--- src/hdl/lbpz_pkg.sv ---
// Shared types, constants and the pattern function for the 3x3 LBP block.
`default_nettype none

package lbpz_pkg;

  localparam int MAX_WIDTH_DEF = 1024;
  localparam int NEIGHBOURS    = 8;
  localparam int WIDTH_RST     = 640;
  localparam int HEIGHT_RST    = 480;
  localparam int IMG_W_BITS    = 11;
  localparam int IMG_H_BITS    = 16;
  localparam int CFG_W         = 16;

  // result queue: power-of-two depth
  localparam int OF_DEPTH = 8;
  localparam int OF_AW    = $clog2(OF_DEPTH);
  localparam int OF_CW    = OF_AW + 1;

  typedef logic [7:0]            pix_t;
  typedef logic [NEIGHBOURS-1:0] code_t;
  typedef logic [IMG_H_BITS-1:0] row_t;
  typedef pix_t [2:0]            col_t;   // indexed by window row
  typedef col_t [2:0]            win_t;   // indexed by window column

  typedef enum logic {
    OP_PIXEL = 1'b0,
    OP_FLUSH = 1'b1
  } op_t;

  typedef enum logic {
    REG_IMAGE_WIDTH  = 1'b0,
    REG_IMAGE_HEIGHT = 1'b1
  } reg_idx_t;

  // stage-1 control word handed from the sequencer to the datapath
  typedef struct packed {
    logic vld;
    logic is_pix;
    logic emit_a;
    logic emit_b;
    logic top;
    logic left;
    logic last;
    pix_t px;
  } s1_ctl_t;

  typedef struct packed {
    code_t code;
    logic  eor;
    logic  eoi;
    logic  lor;
  } res_t;

  // centre at column 1, row 1; neighbours clockwise from top-left
  function automatic code_t lbp_code(input win_t w, input logic top, input logic bot,
                                     input logic lft, input logic rgt);
    pix_t  ctr;
    code_t code;
    ctr     = w[1][1];
    code[0] = top & lft & (w[0][0] >= ctr);
    code[1] = top & (w[1][0] >= ctr);
    code[2] = top & rgt & (w[2][0] >= ctr);
    code[3] = rgt & (w[2][1] >= ctr);
    code[4] = bot & rgt & (w[2][2] >= ctr);
    code[5] = bot & (w[1][2] >= ctr);
    code[6] = bot & lft & (w[0][2] >= ctr);
    code[7] = lft & (w[0][1] >= ctr);
    return code;
  endfunction

endpackage

`default_nettype wire

--- src/hdl/lbpz_dp.sv ---
// Stage 1: read forwarding, line buffer write-back, 3x3 window and pattern codes.
`default_nettype none

module lbpz_dp import lbpz_pkg::*; #(
  parameter  int MAX_WIDTH = MAX_WIDTH_DEF,
  localparam int AW        = $clog2(MAX_WIDTH)
) (
  input  logic          clk,
  input  logic          rst_n,
  input  s1_ctl_t       s1_ctl,
  input  logic [AW-1:0] s1_addr,
  input  logic [AW-1:0] raddr_a,
  input  logic [AW-1:0] raddr_b,
  input  pix_t          ab_rd_a,
  input  pix_t          ab_rd_b,
  input  pix_t          tw_rd_a,
  input  pix_t          tw_rd_b,
  output logic          wr_en,
  output logic [AW-1:0] wr_addr,
  output pix_t          ab_wdata,
  output pix_t          tw_wdata,
  output logic          push_a,
  output logic          push_b,
  output res_t          res_a,
  output res_t          res_b
);

  win_t win_r, win_nxt, win_end;
  logic hit_a_r, hit_b_r;
  pix_t fwd_ab_r, fwd_tw_r;
  pix_t above_c, two_c, above_hi, two_hi;

  always_comb begin
    // both buffers share the write address, so one hit flag per read port
    above_c  = hit_a_r ? fwd_ab_r : ab_rd_a;
    two_c    = hit_a_r ? fwd_tw_r : tw_rd_a;
    above_hi = hit_b_r ? fwd_ab_r : ab_rd_b;
    two_hi   = hit_b_r ? fwd_tw_r : tw_rd_b;

    // rows shift up through the two line buffers
    wr_en    = s1_ctl.vld & s1_ctl.is_pix;
    wr_addr  = s1_addr;
    ab_wdata = s1_ctl.px;
    tw_wdata = above_c;

    win_nxt[0] = win_r[1];
    if (s1_ctl.is_pix) begin
      win_nxt[1] = win_r[2];
      win_nxt[2] = {s1_ctl.px, above_c, two_c};
    end else begin
      // drain: last row is centre, bottom row unused
      win_nxt[1] = {pix_t'(0), above_c, two_c};
      win_nxt[2] = {pix_t'(0), above_hi, two_hi};
    end

    // end-of-row result: centre one column further right, no right side
    win_end[0] = win_nxt[1];
    win_end[1] = win_nxt[2];
    win_end[2] = '0;

    res_a.code = lbp_code(win_nxt, s1_ctl.top, s1_ctl.is_pix, s1_ctl.left,
                          s1_ctl.is_pix | ~s1_ctl.last);
    res_a.eor  = ~s1_ctl.is_pix & s1_ctl.last;
    res_a.eoi  = ~s1_ctl.is_pix & s1_ctl.last;
    res_a.lor  = ~s1_ctl.emit_b;

    res_b.code = lbp_code(win_end, s1_ctl.top, 1'b1, 1'b1, 1'b0);
    res_b.eor  = 1'b1;
    res_b.eoi  = 1'b0;
    res_b.lor  = 1'b1;

    push_a = s1_ctl.vld & s1_ctl.emit_a;
    push_b = s1_ctl.vld & s1_ctl.emit_b;
  end

  always_ff @(posedge clk) begin
    if (!rst_n) begin
      win_r   <= '0;
      hit_a_r <= 1'b0;
      hit_b_r <= 1'b0;
    end else begin
      if (s1_ctl.vld) begin
        win_r <= win_nxt;
      end
      hit_a_r <= wr_en && (wr_addr == raddr_a);
      hit_b_r <= wr_en && (wr_addr == raddr_b);
    end
  end

  always_ff @(posedge clk) begin
    fwd_ab_r <= ab_wdata;
    fwd_tw_r <= tw_wdata;
  end

endmodule

`default_nettype wire

--- config.mk ---
export PLATFORM = sky130hd
export DESIGN_NAME = lbpz_dp
export DESIGN_NICKNAME = d
export VERILOG_FILES = /design/src/hdl/lbpz_pkg.sv /design/src/hdl/lbpz_dp.sv
export SDC_FILE = /design/constraint.sdc
export NUM_CORES = 1
export LEC_CHECK = 0
export ABC_CLOCK_PERIOD_IN_PS = 2100
export BUFFER_PORTS_ARGS = -buffer_cell sky130_fd_sc_hd__buf_2
export CORE_MARGIN = 8
export CORE_UTILIZATION = 50
export CTS_CLUSTER_DIAMETER = 40
export CTS_CLUSTER_SIZE = 10
export DETAILED_ROUTE_END_ITERATION = 6
export MAX_ROUTING_LAYER = met4
export PLACE_DENSITY = 0.78
export SLEW_MARGIN = 20
export SYNTH_ARGS = -nofsm -noshare
export SYNTH_HDL_FRONTEND = slang
export SYNTH_SLANG_ARGS = --single-unit
--- constraint.sdc ---
create_clock -name clk -period 2.1 [get_ports clk]
set_input_delay 0.21 -clock clk [delete_from_list [all_inputs] [get_ports clk]]
set_output_delay 0.21 -clock clk [all_outputs]
set_load 0.01 [all_outputs]
==> metrics <==
status=finished, violations left; failing checks=negative setup slack; # setup viols final=13; slowest CP cell=dfxtp_4; most numerous cell in the Yosys netlist=ha_1; RR Startpoint=hit_a_r$_SDFF_PN0_; CTS sink count=66; drt first pass iters=5; core footprint=10790 um2; die width=121.1 um; MaxCap Viol Count=0; worst skew pair latency=0.37 ns; grt ovf=0; Yosys top cell by area=dfxtp_1; Final min period=2.846 ns; adder-cell share of the synthesized area=21.74%; Synth Area in Simple Gates=13.93%; combinational power share=34.9%; vias in the first global route=5582; r2r setup slk=0.24 ns; Max FO, Critical Path=7; Cell Area, Synth=5524 um2; Layout area overhead=36.56%; Pwr Density=555.9 nW/um2; Post-Synth XOR/XNOR Area=3.171%; post-synthesis mux area share=17.33%; largest family of logic cells by synthesized area=adder cells; Setup crit start=hit_a_r$_SDFF_PN0_; CP Launch Type=register; Hold EP=fwd_ab_r[0]$_DFF_P_; cell family with most CP delay=multiplexers; Ports=130; Reg2Reg Depth=9; RSZ-0062 raised after global routing=yes; Hold Slack=0.04211 ns; first-pass GRT wire length=27550 um; synth warn=0; NumNets Final=946; ys flop type=dfxtp_1; initial antenna violation count=0; Worst Skew=0.01411 ns; CP arrival=2.64 ns; Rows=38; Post-Layout Inst Area=7543 um2; hold path depth=1; fill count=790; Tcrit/Tclk final=135.5%; Synth Area in Compound Gates=12.14%; antenna-violating nets left=0; setup ws final=-0.7460 ns; Critical R2R Capture=win_r[60]$_SDFFE_PN0P_; via count=5149; IO buf count=123; Mean Syn Cell Area=9.284 um2; Post-synth top cells=ha_1, dfxtp_1, mux2i_1; Max Clk Rate=351.4 MHz; critical path required time=1.89 ns; CP bufs+invs=1; detailed-placement wirelength estimate=13650 um; sequential share of the synthesized area=23.92%; Slew Limit Fails=0; DIE AREA=14670 um2; Die H=121.1 um; Initial Util=51.18%; root buf cell=clkbuf_8; slew of the pin with the lowest slew margin=0.6285 ns; Post-synth ARST share=0%; Worst path max stage delay=0.44 ns; P_int=0.002874 W; largest net degree at the start of global routing=32; synth top area cells=dfxtp_1, ha_1, mux2i_1; Post-synth EDFFs=0; leakage=3.572 nW; placed cell area=6704 um2; final hold violation count=0; area share of the largest cell type after synthesis=23.92%; wire length per cell=19.88 um; Crit Path Class=register to primary output; Avg Vias per Cell=5.621; Max VDD drop=0.0005303 V; gpl congestion=0.9359; crit path cell chain=mux2_4 > mux2_4 > ha_4 > nand2b_1 > a21o_1 > a21oi_2 > o22a_1 > a21oi_2 > buf_2; clock slew at reported path FFs=0.08 ns; Worst slew margin=58.01%; Clock Power Share=32.9%; worst-case clock buffer depth=2; sw frac=31.46%; CP endpoint kind=primary output; synth unique cells=37; drt total wl=18210 um; share of cells above drive strength 1=42.91%; CTS Buf Count=9; hold crit path type=input port to register; Post-route DRC=0; sequential cell fraction of total power=32.2%; Switch Pwr=0.001319 W; ANT cells=0; drt initial violations=276; register bit total from synthesis=66; hold_sp=s1_ctl[0]; Tot GR Track Use=24.68%; Gate Count Post-Synth=595; CTS HTree Levels=3; CTS tree=yes
cells in the final DEF, fill, tap and decap left out, types with 9 or more instances in the layout:
master and count:
mux2_4 19, mux2i_1 53, buf_4 63, nand2_1 22
dfxtp_1 65, buf_2 123, nor2b_1 47, ha_4 15
o21ai_0 9, mux2_2 14, xor2_1 10, xnor2_1 10
a21oi_2 31, a21o_1 20, ha_1 81, nor2_1 12
and2_1 19, buf_6 10, nand4_1 11, a21oi_1 13
inv_1 16, clkbuf_8 11
sequential cells by signal, indices dropped and copies added, names as in the netlist:
name / count
fwd_ab_r: 8
fwd_tw_r: 8
hit_a_r: 1
hit_b_r: 1
win_nxt: 24
win_r: 24
repair_timing:
action / 4_1_cts / 5_1_grt
hold buffers: 7 / 0
setup buffers: 7 / 6
endpoints found under the hold margin: 7 / 0
pin swaps: 28 / 22
cloned: 1 / 0
resized for setup: 53 / 45
endpoints found under the setup margin: 13 / 13
worst max-delay path by stage:
stage / endpoint / slack (ns) / cells after the start
5_1_grt: res_a[6] / -0.85 / 10
2_1_floorplan: res_a[7] / -0.25 / 10
6_report: res_a[10] / -0.75 / 9
3_5_place_dp: res_a[5] / -0.53 / 11
3_3_place_gp: res_a[10] / -0.43 / 9
4_1_cts: res_a[5] / -0.73 / 8
stage by stage:
stage / setup WS, ns / util [%] / TNS (ns) / total power [W] / cells
after detailed placement: -0.5291 / 62.11 / -5.845 / 0.002620 / 879
after floorplan: -0.2499 / - / -2.281 / 0.002141 / 599
after global routing: -0.8497 / 69.89 / -10.11 / 0.004401 / 916
after CTS: -0.7328 / 67.42 / -8.855 / 0.004092 / 910
after global placement: -0.4270 / 62.11 / -5.043 / 0.002561 / 879
final: -0.7460 / 69.89 / -9.084 / 0.004194 / 916
cell families after synthesis:
family / Yosys count
AND/OR/NAND/NOR: 141
AO/OA/AOI/OAI: 111
adder cells (fa/ha/maj): 96
multiplexers: 87
buffers and inverters: 72
flip-flops: 66
XOR/XNOR: 20
other: 2
routing by layer:
layer | up-vias | share of wire [%] | global-route usage [%] | routed length (um)
met4 | 0 | 3.9 | 12.65 | 716
met1 | 2498 | 38 | 24.97 | 6943
met2 | 153 | 53 | 44.21 | 9658
met5 | - | 0 | - | 0
li1 | 2435 | - | - | -
met3 | 63 | 4.9 | 5.072 | 888
power groups by stage:
| stage | Clock (W) | Combinational (W) | Sequential [W] |
|---|---|---|---|
| after detailed placement | 0 | 0.00124 | 0.00138 |
| after global placement | 0 | 0.00119 | 0.00137 |
| final | 0.00138 | 0.00146 | 0.00135 |
| after floorplan | 0 | 0.000777 | 0.00136 |
| after CTS | 0.00140 | 0.00135 | 0.00135 |
| after global routing | 0.00145 | 0.00159 | 0.00135 |
cell type report:
class / count / area (um2) / share of cell area (%)
Sequential cell: 66 / 1325 / 17.57
Multi-Input combinational cell: 462 / 4309 / 57.12
Inverter: 23 / 91.34 / 1.211
Timing Repair Buffer: 209 / 1391 / 18.44
Clock inverter: 5 / 100.1 / 1.327
Tap cell: 140 / 175.2 / 2.322
Clock buffer: 11 / 151.4 / 2.007
Note: power is estimated with default switching activity, not from simulation.
