## config.mk

```make
export PLATFORM = sky130hd
export DESIGN_NAME = lbpz_ctrl
export DESIGN_NICKNAME = d
export VERILOG_FILES = /design/src/hdl/lbpz_pkg.sv /design/src/hdl/lbpz_ctrl.sv
export SDC_FILE = /design/constraint.sdc
export NUM_CORES = 1
export LEC_CHECK = 0
export ABC_AREA = 1
export ABC_CLOCK_PERIOD_IN_PS = 6400
export BUFFER_PORTS_ARGS = -buffer_cell sky130_fd_sc_hd__buf_4
export CAP_MARGIN = 30
export CORE_ASPECT_RATIO = 1.1
export CORE_UTILIZATION = 60
export CTS_CLUSTER_DIAMETER = 40
export DETAILED_ROUTE_END_ITERATION = 8
export PLACE_DENSITY = 0.9
export SYNTH_ARGS = -nofsm -noshare
export SYNTH_HDL_FRONTEND = slang
export SYNTH_SLANG_ARGS = --single-unit
```

## constraint.sdc

```tcl
create_clock -name clk -period 6.4 [get_ports clk]
set_input_delay 0.32 -clock clk [delete_from_list [all_inputs] [get_ports clk]]
set_output_delay 0.32 -clock clk [all_outputs]
set_load 0.05 [all_outputs]
```

## src/hdl/lbpz_pkg.sv

```systemverilog
// Shared types, constants and the pattern function for the 3x3 LBP block.
`default_nettype none

package lbpz_pkg;

  localparam int MAX_WIDTH_DEF = 1024;
  localparam int NEIGHBOURS    = 8;
  localparam int WIDTH_RST     = 640;
  localparam int HEIGHT_RST    = 480;
  localparam int IMG_W_BITS    = 11;
  localparam int IMG_H_BITS    = 16;
  localparam int CFG_W         = 16;

  // result queue: power-of-two depth
  localparam int OF_DEPTH = 8;
  localparam int OF_AW    = $clog2(OF_DEPTH);
  localparam int OF_CW    = OF_AW + 1;

  typedef logic [7:0]            pix_t;
  typedef logic [NEIGHBOURS-1:0] code_t;
  typedef logic [IMG_H_BITS-1:0] row_t;
  typedef pix_t [2:0]            col_t;   // indexed by window row
  typedef col_t [2:0]            win_t;   // indexed by window column

  typedef enum logic {
    OP_PIXEL = 1'b0,
    OP_FLUSH = 1'b1
  } op_t;

  typedef enum logic {
    REG_IMAGE_WIDTH  = 1'b0,
    REG_IMAGE_HEIGHT = 1'b1
  } reg_idx_t;

  // stage-1 control word handed from the sequencer to the datapath
  typedef struct packed {
    logic vld;
    logic is_pix;
    logic emit_a;
    logic emit_b;
    logic top;
    logic left;
    logic last;
    pix_t px;
  } s1_ctl_t;

  typedef struct packed {
    code_t code;
    logic  eor;
    logic  eoi;
    logic  lor;
  } res_t;

  // centre at column 1, row 1; neighbours clockwise from top-left
  function automatic code_t lbp_code(input win_t w, input logic top, input logic bot,
                                     input logic lft, input logic rgt);
    pix_t  ctr;
    code_t code;
    ctr     = w[1][1];
    code[0] = top & lft & (w[0][0] >= ctr);
    code[1] = top & (w[1][0] >= ctr);
    code[2] = top & rgt & (w[2][0] >= ctr);
    code[3] = rgt & (w[2][1] >= ctr);
    code[4] = bot & rgt & (w[2][2] >= ctr);
    code[5] = bot & (w[1][2] >= ctr);
    code[6] = bot & lft & (w[0][2] >= ctr);
    code[7] = lft & (w[0][1] >= ctr);
    return code;
  endfunction

endpackage

`default_nettype wire

```

## src/hdl/lbpz_ctrl.sv

```systemverilog
// Sequencer: configuration, raster counters, line buffer addressing, stage-1 control.
`default_nettype none

module lbpz_ctrl import lbpz_pkg::*; #(
  parameter  int MAX_WIDTH = MAX_WIDTH_DEF,
  localparam int AW        = $clog2(MAX_WIDTH)
) (
  input  logic             clk,
  input  logic             rst_n,
  input  logic             in_valid,
  output logic             in_ready,
  input  logic             in_op,
  input  pix_t             in_px,
  input  logic             cfg_we,
  input  logic             cfg_index,
  input  logic [CFG_W-1:0] cfg_wdata,
  input  logic [OF_CW-1:0] of_level,
  output logic [AW-1:0]    raddr_a,
  output logic [AW-1:0]    raddr_b,
  output s1_ctl_t          s1_ctl_r,
  output logic [AW-1:0]    s1_addr_r
);

  localparam int RST_W = (WIDTH_RST > MAX_WIDTH) ? MAX_WIDTH : WIDTH_RST;
  localparam int RW    = OF_CW + 1;

  logic [AW-1:0]         col_last_r, col_last_nxt;
  logic [AW-1:0]         col_r, col_nxt;
  logic [AW-1:0]         flush_r, flush_nxt;
  row_t                  h_eff_r, h_eff_nxt;
  row_t                  row_r, row_nxt;
  logic [IMG_W_BITS-1:0] wv;
  row_t                  hv;
  logic                  drain, accept, is_pix, row_end, fl_last;
  logic [AW-1:0]         c;
  row_t                  r;
  s1_ctl_t               s1_nxt;
  logic [AW-1:0]         s1_addr_nxt;
  logic [RW-1:0]         reserve;

  // keep room for two results per word still in flight
  assign reserve  = {1'b0, of_level} + (s1_ctl_r.vld ? RW'(2) : RW'(0));
  assign in_ready = reserve <= RW'(OF_DEPTH - 2);

  always_comb begin
    drain   = row_r >= h_eff_r;
    accept  = in_valid & in_ready;
    is_pix  = in_op == OP_PIXEL;
    c       = drain ? '0 : col_r;
    r       = drain ? '0 : row_r;
    row_end = c == col_last_r;
    fl_last = flush_r == col_last_r;
    raddr_a = is_pix ? c : flush_r;
    raddr_b = fl_last ? flush_r : flush_r + AW'(1);
    wv      = cfg_wdata[IMG_W_BITS-1:0];
    hv      = cfg_wdata[IMG_H_BITS-1:0];

    col_nxt      = col_r;
    row_nxt      = row_r;
    flush_nxt    = flush_r;
    col_last_nxt = col_last_r;
    h_eff_nxt    = h_eff_r;
    s1_nxt       = '0;
    s1_nxt.px    = in_px;
    s1_addr_nxt  = s1_addr_r;

    if (accept) begin
      if (is_pix) begin
        // a pixel in drain restarts the image at top-left
        s1_nxt.vld    = 1'b1;
        s1_nxt.is_pix = 1'b1;
        s1_nxt.emit_a = (r != '0) && (c != '0);
        s1_nxt.emit_b = (r != '0) && row_end;
        s1_nxt.top    = r > row_t'(1);
        s1_nxt.left   = c > AW'(1);
        s1_addr_nxt   = c;
        if (row_end) begin
          col_nxt   = '0;
          row_nxt   = r + row_t'(1);
          flush_nxt = '0;
        end else begin
          col_nxt = c + AW'(1);
          row_nxt = r;
          if (drain) begin
            flush_nxt = '0;
          end
        end
      end else if (drain) begin
        s1_nxt.vld    = 1'b1;
        s1_nxt.emit_a = 1'b1;
        s1_nxt.top    = 1'b1;
        s1_nxt.left   = flush_r != '0;
        s1_nxt.last   = fl_last;
        s1_addr_nxt   = flush_r;
        if (fl_last) begin
          col_nxt   = '0;
          row_nxt   = '0;
          flush_nxt = '0;
        end else begin
          flush_nxt = flush_r + AW'(1);
        end
      end
    end

    if (cfg_we) begin
      col_nxt   = '0;
      row_nxt   = '0;
      flush_nxt = '0;
      case (cfg_index)
        REG_IMAGE_WIDTH: begin
          if (int'(wv) > MAX_WIDTH) begin
            col_last_nxt = AW'(MAX_WIDTH - 1);
          end else if (wv < IMG_W_BITS'(2)) begin
            col_last_nxt = AW'(1);
          end else begin
            col_last_nxt = AW'(wv - IMG_W_BITS'(1));
          end
        end
        REG_IMAGE_HEIGHT: begin
          h_eff_nxt = (hv < row_t'(2)) ? row_t'(2) : hv;
        end
        default: begin
          h_eff_nxt = h_eff_r;
        end
      endcase
    end
  end

  always_ff @(posedge clk) begin
    if (!rst_n) begin
      col_last_r <= AW'(RST_W - 1);
      h_eff_r    <= row_t'(HEIGHT_RST);
      col_r      <= '0;
      row_r      <= '0;
      flush_r    <= '0;
      s1_ctl_r   <= '0;
    end else begin
      col_last_r <= col_last_nxt;
      h_eff_r    <= h_eff_nxt;
      col_r      <= col_nxt;
      row_r      <= row_nxt;
      flush_r    <= flush_nxt;
      s1_ctl_r   <= s1_nxt;
    end
  end

  always_ff @(posedge clk) begin
    s1_addr_r <= s1_addr_nxt;
  end

endmodule

`default_nettype wire

```

==> flow_summary_export.csv <==
group,metric,value,unit
sta,setup_viol,0,
clocking,insertion_delay,380,ps
cells_and_area,synthToLayoutAreaGrowth,13.8,%
worst_hold_path,hold_depth,3,
floorplan,core_area,0.00905,mm2
clocking,ctsLongestPathBuffers,2,
setup_path,crit_path_frequent_cell,"nand2_1",
setup_path,critical_path_required,6690,ps
sta,fmax,291,MHz
logic_synthesis,synthesis.nets,902,
sta,slew_violations,0,
logic_synthesis,yosys-top-cells-area,"dfxtp_1 (27%), nand2_1 (13%), inv_1 (7.4%)",
logic_synthesis,netlist.area_leader.share,0.270,
logic_synthesis,yosysWarnings,0,
setup_path,worst-path-buf-inv,3,
clocking,postCtsHoldBufs,0,
sta,relSlewSlack,0.397,
floorplan,rows,36,
place,numPortBuffers,79,
place,place.gp.congestion,0.954,
worst_hold_path,hp-start,"in_px[6]",
sta,fin_crit_sh,0.537,
pwr,intPower,0.000864,W
logic_synthesis,synth_edf_count,10,
floorplan,die_w,94.9,um
setup_path,crit_type,"reg -> reg",
setup_path,crit_path_start_kind,"register",
drt,drt_pre_antenna_iters,5,
cells_and_area,nFillCells,745,
clocking,root_buffer,"clkbuf_8",
flow_run,maxCapViolations,0,
setup_path,r2r_start,"row_r[1]$_SDFFE_PP0P_",
drt,drt-initial-drc-count,443,
grt,grt_max_degree,28,
drt,post_drt_wl_per_cell,15.1,um
pwr,pwr_density_cell,181,mW/mm2
pwr,p_comb_frac,0.107,
drt,routed_wl,15400,um
place,place_ws,3090,ps
clocking,clk_pin_slew,90,ps
logic_synthesis,synth_top_area_cell,"dfxtp_1",
cells_and_area,drive_above_1_share,0.162,
logic_synthesis,ys_seq_area_frac,0.323,
grt,grt_pass1_vias,5501,
sta,skew,8.98,ps
drt,vias_per_cell,5.76,
logic_synthesis,synth-seq-cells,87,
setup_path,critPathTopFamily,"simple AND/OR/NAND/NOR gates",
setup_path,cp-startpoint,"row_r[1]$_SDFFE_PP0P_",
worst_hold_path,hold_end,"s1_ctl_r[6]$_SDFF_PN0_",
place,place_area,0.00624,mm2
pwr,peakVddDrop,0.000155,V
floorplan,io_pins,80,
floorplan,die_y,104,um
sta,layout_min_cycle_time,3430,ps
floorplan,dieArea,0.00990,mm2
logic_synthesis,async_reset_ff_frac,0,
sta,final.setup.worst_slack,2970,ps
logic_synthesis,synth_area,0.00570,mm2
setup_path,cp-end-kind,"register",
pwr,clockPowerShare,0.405,
pwr,p_switching,0.000311,W
clocking,htree_levels,3,
drt,via_count,5885,
cells_and_area,num_antenna_cells,0,
grt,antenna_found_initial,0,
grt,grt_util_all_layers,0.327,
place,hpwlAfterDp,11500,um
pwr,switching_share,0.264,
setup_path,r2r_cells,21,
drt,postRouteAntennaNets,0,
setup_path,r2r_setup_slack,2970,ps
sta,hold_violations,0,
setup_path,slowest_delay,470,ps
sta,worst_pin_slew,902,ps
pwr,p_leak,2.93,nW
clocking,post_cts_buffers,0,
logic_synthesis,avgSynthCellArea,6.79,um2
logic_synthesis,yosysUniqueCellTypes,46,
worst_hold_path,hp-class,"in -> reg",
setup_path,cp_slowest_cell,"dfxtp_1",
setup_path,path_cells,"ha_1, nand2_1, nor2_1, nor2_1, nand2_1, nand2_1, nand2_2, nand2_4, nand2_8, inv_1, nand2_1, inv_1, ha_1, inv_1, nor3_2, nand2_1, nor3_2, nand2_1, nand2_1, nand3_1, a21oi_1",
clocking,cts_tree,"done",
drt,route.detailed.drc,0,
grt,grt_pass1_wl,25300,um
logic_synthesis,synthCells,839,
pwr,p_seq_frac,0.487,
cells_and_area,fin_nets,965,
outcome,status,"complete, no violations",
floorplan,initial_core_util,0.630,
logic_synthesis,ys.flop_type,"dfxtp_1",
cells_and_area,stdcell_area,0.00648,mm2
setup_path,critPathMaxFanout,26,
clocking,postCtsResizedCells,0,
clocking,cts_sinks,87,
clocking,cts_buffers,9,
sta,rsz0062_at_grt,"no",
grt,overflow,0,
setup_path,r2r_end,"row_r[10]$_SDFFE_PP0P_",
setup_path,arrival,3730,ps
sta,final.setup.tns,0,ps
[cell type report]
type | instances | area (um2) | share of cell area
Clock buffer | 11 | 163 | 0.0251
Clock inverter | 5 | 83.8 | 0.0129
Inverter | 119 | 449 | 0.0693
Multi-Input combinational cell | 606 | 3210 | 0.495
Sequential cell | 87 | 1840 | 0.284
Tap cell | 114 | 143 | 0.0220
Timing Repair Buffer | 79 | 593 | 0.0915
[worst max-delay path by stage]
stage | cells past startpoint | endpoint | slack (ps)
final | 21 | row_r[10]$_SDFFE_PP0P_ | 2970
after global routing | 21 | row_r[14]$_SDFFE_PP0P_ | 2670
after global placement | 19 | row_r[10]$_SDFFE_PP0P_ | 3120
after detailed placement | 19 | row_r[10]$_SDFFE_PP0P_ | 3090
after floorplan | 15 | flush_r[5]$_SDFFE_PP0P_ | 3180
after CTS | 19 | row_r[10]$_SDFFE_PP0P_ | 3070
[per-layer routing]
layer,track usage,share of wire,vias up
met5,0,0,-
met4,0.143,0.033,0
met2,0.570,0.51,295
li1,-,-,2859
met3,0.0629,0.077,53
met1,0.382,0.38,2678
[flip-flops by register name, indices dropped and copies added, names as in the netlist]
register,count
row_r,16
col_last_r,10
s1_addr_r,10
h_eff_r,16
flush_r,10
s1_ctl_r,15
col_r,10
[cells in the mapped netlist, types with 2 or more instances]
cell type and instances:
nand2_1 196, inv_1 112, nor2_1 99, dfxtp_1 77, o21ai_0 61, a21oi_1 51, nand3_1 47, ha_1 29
nand4_1 25, nor2_2 19, clkbuf_1 14, edfxtp_1 10, nor3_1 9, nand3_2 8, a211oi_1 7, nor4_1 6
o211ai_1 6, a31oi_1 5, xnor2_1 5, xor2_1 5, buf_6 4, nand2_2 4, a21oi_2 3, buf_12 3
buf_2 3, clkinv_1 3, inv_2 3, clkbuf_2 2, nor2_8 2, nor3_2 2, o21bai_1 2, or2_2 2
xor2_2 2
[cell families (layout without fill, tap and decap cells)]
| family | Yosys count | in the layout | synth area share |
|---|---|---|---|
| flops | 87 | 87 | 0.323 |
| compound gates | 142 | 142 | 0.140 |
| buf+inv | 146 | 214 | 0.113 |
| xor+xnor | 12 | 12 | 0.0211 |
| simple gates | 423 | 423 | 0.338 |
| fa+ha+maj | 29 | 29 | 0.0637 |
[worst min-delay path: stages]
cell and delay, ps:
buf_4 70, nand2_1 40, inv_1 40
[cell usage in the layout, fill, tap and decap left out, drive strengths merged, types with 4 or more instances in the layout]
master | Yosys | routed
clkinv | 3 | 4
nand3 | 55 | 55
edfxtp | 10 | 10
nor4 | 6 | 6
a211oi | 7 | 7
nand4 | 26 | 26
inv | 116 | 118
xnor2 | 5 | 5
nand2 | 202 | 202
a21oi | 55 | 55
ha | 29 | 29
clkbuf | 16 | 11
dfxtp | 77 | 77
nor3 | 11 | 11
o211ai | 6 | 6
o21ai | 64 | 64
nor2 | 120 | 120
xor2 | 7 | 7
buf | 11 | 79
a31oi | 5 | 5
[stage by stage]
stage,utilization,hold slack [ps],cells,total power (W)
detailed placement,0.689,460,1005,0.000710
floorplan,-,418,839,0.000665
finish,0.716,111,1021,0.00118
global route,0.716,110,1021,0.00122
CTS,0.716,109,1021,0.00117
global placement,0.689,453,1005,0.000706
[power groups by stage]
stage | registers, W | clock network, W | logic [W]
6_report | 0.000573 | 0.000476 | 0.000126
5_1_grt | 0.000575 | 0.000504 | 0.000138
4_1_cts | 0.000573 | 0.000475 | 0.000126
3_5_place_dp | 0.000586 | 0 | 0.000125
3_3_place_gp | 0.000585 | 0 | 0.000121
2_1_floorplan | 0.000600 | 0 | 0.0000649
(Power assumes the default switching activity.)
